$ cat config.mk
export PLATFORM = sky130hd
export DESIGN_NAME = rtnc_ctrl
export DESIGN_NICKNAME = d
export VERILOG_FILES = /design/src/rtl/rtnc_pkg.sv /design/src/rtl/rtnc_ctrl.sv
export SDC_FILE = /design/constraint.sdc
export NUM_CORES = 1
export LEC_CHECK = 0
export BUFFER_PORTS_ARGS = -buffer_cell sky130_fd_sc_hd__buf_2
export CORE_MARGIN = 2
export CORE_UTILIZATION = 43
export DETAILED_ROUTE_END_ITERATION = 10
export SYNTH_ARGS = -nofsm -noshare
export SYNTH_HDL_FRONTEND = slang
export SYNTH_SLANG_ARGS = --single-unit
$ cat constraint.sdc
create_clock -name i_clk -period 7.6 [get_ports i_clk]
set_input_delay 0.76 -clock i_clk [delete_from_list [all_inputs] [get_ports i_clk]]
set_output_delay 0.76 -clock i_clk [all_outputs]
set_load 0.01 [all_outputs]
$ cat src/rtl/rtnc_pkg.sv
// Shared types, constants and the tile classification function of the river tile classifier.
package rtnc_pkg;

    // Sizes of the line buffers and of the configuration fields.
    localparam int MAX_COLUMNS   = 4096;
    localparam int COL_BITS      = $clog2(MAX_COLUMNS);
    localparam int CODE_BITS     = 4;
    localparam int WIDTH_BITS    = 13;
    localparam int HEIGHT_BITS   = 16;
    localparam int CFG_IDX_BITS  = 1;
    localparam int CFG_DATA_BITS = 16;

    typedef logic [CODE_BITS-1:0]   t_code;
    typedef logic [COL_BITS-1:0]    t_col;
    typedef logic [WIDTH_BITS-1:0]  t_width;
    typedef logic [HEIGHT_BITS-1:0] t_row;

    // Configuration register indexes.
    typedef enum logic [CFG_IDX_BITS-1:0] {
        CFG_GRID_WIDTH  = 1'b0,
        CFG_GRID_HEIGHT = 1'b1
    } t_cfg_idx;

    // Tile codes.
    localparam t_code C_RIVER    = t_code'(1);
    localparam t_code C_NW_BEND  = t_code'(2);
    localparam t_code C_SW_BEND  = t_code'(3);
    localparam t_code C_NE_BEND  = t_code'(4);
    localparam t_code C_SE_BEND  = t_code'(5);
    localparam t_code C_NES_FORK = t_code'(6);
    localparam t_code C_NSW_FORK = t_code'(7);
    localparam t_code C_WNE_FORK = t_code'(8);
    localparam t_code C_WSE_FORK = t_code'(9);
    localparam t_code C_FOUR_WAY = t_code'(10);

    // One line buffer entry: the cell two rows back and the cell one row back.
    typedef struct packed {
        t_code upper;
        t_code middle;
    } t_line_entry;

    // Control word of one accepted item, passed from the sequencer to the data stage.
    typedef struct packed {
        logic  emit;
        logic  tile;
        logic  top_ok;
        logic  left_ok;
        logic  right_ok;
        logic  last;
        t_code code;
        t_col  col;
    } t_item;

    // Rewrite a tile from its river neighbours; the most specific pattern wins.
    function automatic t_code classify(input t_code centre, input logic t, input logic b,
                                       input logic l, input logic r);
        t_code v;
        v = centre;
        if (centre >= C_RIVER) begin
            priority if (r && l && b && t) v = C_FOUR_WAY;
            else if (r && l && b)         v = C_WSE_FORK;
            else if (r && l && t)         v = C_WNE_FORK;
            else if (b && l && t)         v = C_NSW_FORK;
            else if (b && r && t)         v = C_NES_FORK;
            else if (b && r)              v = C_SE_BEND;
            else if (t && r)              v = C_NE_BEND;
            else if (l && b)              v = C_SW_BEND;
            else if (t && l)              v = C_NW_BEND;
            else                          v = centre;
        end
        return v;
    endfunction

endpackage

$ cat src/rtl/rtnc_ctrl.sv
// Grid sequencer: configuration registers, column and row counters, per-item control word.
module rtnc_ctrl (
    input  logic                                 i_clk,
    input  logic                                 i_rst_n,
    input  logic                                 i_cfg_we,
    input  logic [rtnc_pkg::CFG_IDX_BITS-1:0]    i_cfg_index,
    input  logic [rtnc_pkg::CFG_DATA_BITS-1:0]   i_cfg_wdata,
    input  logic                                 i_accept,
    input  logic                                 i_mode,
    input  rtnc_pkg::t_code                      i_tile_code,
    output logic                                 o_take,
    output rtnc_pkg::t_item                      o_item,
    output rtnc_pkg::t_col                       o_right_addr
);
    import rtnc_pkg::*;

    t_width r_width;
    t_row   r_height;
    t_col   r_col;
    t_col   n_col;
    t_row   r_row;
    t_row   n_row;

    t_width w_eff;
    t_row   h_eff;
    t_col   col_eff;
    t_row   row_eff;
    t_width col_next;
    logic   at_end;
    t_row   out_row;

    // Configuration writes.
    always_ff @(posedge i_clk) begin
        if (!i_rst_n) begin
            r_width  <= t_width'(1);
            r_height <= t_row'(1);
        end else if (i_cfg_we) begin
            unique case (t_cfg_idx'(i_cfg_index))
                CFG_GRID_WIDTH:  r_width  <= i_cfg_wdata[WIDTH_BITS-1:0];
                CFG_GRID_HEIGHT: r_height <= i_cfg_wdata[HEIGHT_BITS-1:0];
                default: ;
            endcase
        end
    end

    // Clamp the settings and counters into their legal ranges.
    always_comb begin
        if (r_width == '0) begin
            w_eff = t_width'(1);
        end else if (r_width > t_width'(MAX_COLUMNS)) begin
            w_eff = t_width'(MAX_COLUMNS);
        end else begin
            w_eff = r_width;
        end
        h_eff    = (r_height == '0) ? t_row'(1) : r_height;
        col_eff  = ({1'b0, r_col} >= w_eff) ? '0 : r_col;
        row_eff  = (r_row > h_eff) ? h_eff : r_row;
        col_next = {1'b0, col_eff} + t_width'(1);
        at_end   = col_next >= w_eff;
    end

    // Decide whether the item is taken and build its control word.
    always_comb begin
        o_item      = '0;
        o_item.tile = !i_mode;
        o_item.code = i_tile_code;
        o_item.col  = col_eff;
        if (!i_mode) begin
            o_take      = row_eff < h_eff;
            o_item.emit = row_eff != '0;
            out_row     = (row_eff != '0) ? row_eff - t_row'(1) : '0;
        end else begin
            o_take      = row_eff == h_eff;
            o_item.emit = 1'b1;
            out_row     = h_eff - t_row'(1);
        end
        o_item.top_ok   = out_row != '0;
        o_item.left_ok  = col_eff != '0;
        o_item.right_ok = !at_end;
        o_item.last     = (out_row == h_eff - t_row'(1)) && at_end;
    end

    assign o_right_addr = col_next[COL_BITS-1:0];

    // Every accepted item stores the clamped counters; a taken item also advances them,
    // and a flush of the last column ends the frame.
    always_comb begin
        n_col = r_col;
        n_row = r_row;
        if (i_accept) begin
            n_col = col_eff;
            n_row = row_eff;
            if (o_take) begin
                if (at_end) begin
                    n_col = '0;
                    n_row = i_mode ? '0 : row_eff + t_row'(1);
                end else begin
                    n_col = col_next[COL_BITS-1:0];
                end
            end
        end
    end

    always_ff @(posedge i_clk) begin
        if (!i_rst_n) begin
            r_col <= '0;
            r_row <= '0;
        end else begin
            r_col <= n_col;
            r_row <= n_row;
        end
    end

endmodule

==> impl_metrics.json <==
{
  "viasPerCell": 6.11,
  "place_congestion": 0.995,
  "ys_top_cells_by_area": "dfxtp_1 (20%), ha_1 (13%), nand2_1 (8.0%), a21oi_1 (5.6%), nor2_1 (4.6%)",
  "cp_slowest_cell": "dfxtp_1",
  "startpoint_type": "register",
  "grt_pass1_wl_mm": 31.8,
  "period_share": 0.929,
  "max_stage_delay_ns": 0.41,
  "synth_fp_nets": 909,
  "clock-sinks": 57,
  "grt_max_degree": 43,
  "slew_headroom": 0.411,
  "report.final.hold_viol_count": 0,
  "finalWorstSetupSlack_ns": 0.542,
  "synthArstFlopShare": 0,
  "final_layout_size_suffix_gt1_frac": 0.127,
  "yosysMostFrequentCell": "nand2_1",
  "status": "complete, no violations",
  "synth_cell_type_count": 77,
  "wirelength_mm": 19.8,
  "end_kind": "output port",
  "stdcell_area_sq_mm": 0.00661,
  "grtUsageTotal": 0.276,
  "fin_skew_ns": 0.00838,
  "dr.pass1.iters": 5,
  "wl_per_cell_um": 19.2,
  "core_area_sq_mm": 0.0132,
  "ys_seq_area_frac": 0.195,
  "path_common_cell": "ha_1",
  "synth_top_area_share": 0.195,
  "hp-class": "reg2reg",
  "hp-start": "r_width[2]$_SDFFE_PN0P_",
  "dieArea_sq_mm": 0.0145,
  "first_global_vias": 5935,
  "port_buffers": 52,
  "cts_tree": "yes",
  "ir_drop_mv": 0.178,
  "layout_min_cycle_time_ns": 7.06,
  "crit_fanout": 15,
  "rr_startpoint": "r_height[10]$_SDFFE_PN0P_",
  "report.final.slew_viol_count": 0,
  "place_area_sq_mm": 0.00622,
  "antenna_found_initial": 0,
  "max_freq_mhz": 142,
  "postRouteAntennaNets": 0,
  "fin_cells": 1033,
  "hpwl_mm": 15.6,
  "yosys-top-cells-count": "nand2_1 (125), nor2_1 (72), a21oi_1 (66)",
  "area_delta_synth_final_pct": 13.0,
  "worstSetupStartpoint": "r_width[12]$_SDFFE_PN0P_",
  "synth_area_sq_mm": 0.00585,
  "synthFlopType": "dfxtp_1",
  "cts-root-buf": "clkbuf_16",
  "postSynthCellCount": 823,
  "num_rows": 42,
  "setup_viol_count_final": 0,
  "htree_levels": 3,
  "dp_cells": 1014,
  "finalNetCount": 938,
  "synth_area_leader_cell": "dfxtp_1",
  "dieWidth_um": 121,
  "clockBufferDepth": 2,
  "ios": 61,
  "crit_arrival_ns": 6.30,
  "drc": 0,
  "cp.required_ns": 6.84,
  "cts_made_buffers": 9,
  "cap_violations": 0,
  "syn_avg_cell_area_sq_um": 7.11,
  "final_core_util": 0.499,
  "yosys_register_bits": 57,
  "yosys_warnings": 0,
  "path_clk_slew_ns": 0.06,
  "powerDensity_mw_per_mm2": 238,
  "die_y_um": 121,
  "diodes": 0,
  "worst_pin_slew_ns": 0.877,
  "preCtsSetupSlack_ns": 0.607,
  "start_util": 0.442,
  "synth_edf_count": 0,
  "gr-total-overflow": 0,
  "clk_latency_ns": 0.34,
  "drt-initial-drc-count": 626,
  "worstSetupPathType": "reg2out",
  "vias": 6316,
  "leakage_uw": 0.00289
}
-- final cells by class --
type,instances,area [sq um]
Fill cell,1391,6630
Multi-Input combinational cell,668,4360
Sequential cell,57,1140
Timing Repair Buffer,68,380
Clock buffer,9,225
Tap cell,176,220
Inverter,48,184
Clock inverter,7,101
-- state kept, by name (all words and copies together) (netlist names) --
register	flops
r_width	13
r_col	12
r_row	16
r_height	16
-- critical path: cells and delay by family (launching register included) --
kind / cells / cell delay, ns
and+or+nand+nor: 11 / 2.38
adders and majority gates: 3 / 0.84
buffers and inverters: 4 / 0.73
DFF: 1 / 0.41
AOI/OAI and AO/OA: 6 / 1.38
xor gates and xnor gates: 1 / 0.19
-- kinds of logic after synthesis --
logic type	synth area share
buf+inv	0.0678
flops	0.195
simple gates	0.289
compound gates	0.231
mux	0.0351
xor+xnor	0.0539
fa+ha+maj	0.128
-- final timing paths --
| kind | to | slack, ns | depth (start not counted) |
|---|---|---|---|
| worst max-delay path | o_item[16] | 0.54 | 25 |
| worst min register to register | r_width[2]$_SDFFE_PN0P_ | 0.48 | 2 |
| worst min-delay path | r_width[2]$_SDFFE_PN0P_ | 0.48 | 2 |
| worst max register to register | r_row[8]$_SDFFE_PN0P_ | 1.03 | 23 |
-- per-layer routing --
| layer | vias to the layer above | track usage | wire length [um] |
|---|---|---|---|
| li1 | 3036 | - | - |
| met1 | 2938 | 0.384 | 9040 |
| met2 | 295 | 0.436 | 8880 |
| met3 | 47 | 0.0505 | 1500 |
| met4 | 0 | 0.0734 | 425 |
| met5 | - | 0 | 0 |
-- cells in the final DEF, fill, tap and decap left out, types with 5 or more instances in the layout --
cell type,count
nand2_1,125
nor2_1,72
a21oi_1,66
ha_1,60
dfxtp_1,57
buf_2,52
inv_1,45
o21ai_0,45
xnor2_1,28
nand3_1,24
nor3_1,22
nand4_1,19
mux2i_1,18
buf_4,16
and3_1,14
nor4_1,13
a31oi_1,13
nor2b_1,9
clkbuf_16,9
and2_1,8
or4_1,8
xor2_1,7
a22o_1,7
a211oi_1,6
a21o_1,6
or3_1,6
and4_1,5
-- through the flow --
step	setup TNS [ns]	power [uW]	hold slack [ns]
4_1_cts	0	1550	0.479
5_1_grt	-0.0358	1670	0.501
3_5_place_dp	0	1100	0.470
3_3_place_gp	0	1090	0.466
6_report	0	1570	0.478
2_1_floorplan	0	902	0.441
-- report_power, final --
part	switching, uW	leakage [uW]	total, uW	internal [uW]
Combinational	481	0.00227	772	291
Sequential	31.8	0.000466	348	317
Clock	161	0.000153	450	290
-- repair_timing --
action,in CTS,in global routing
hold buffers,0,0
setup endpoints to repair,0,2
buffers inserted,0,3
gates resized for setup,0,6
Note: power is estimated with default switching activity, not from simulation.
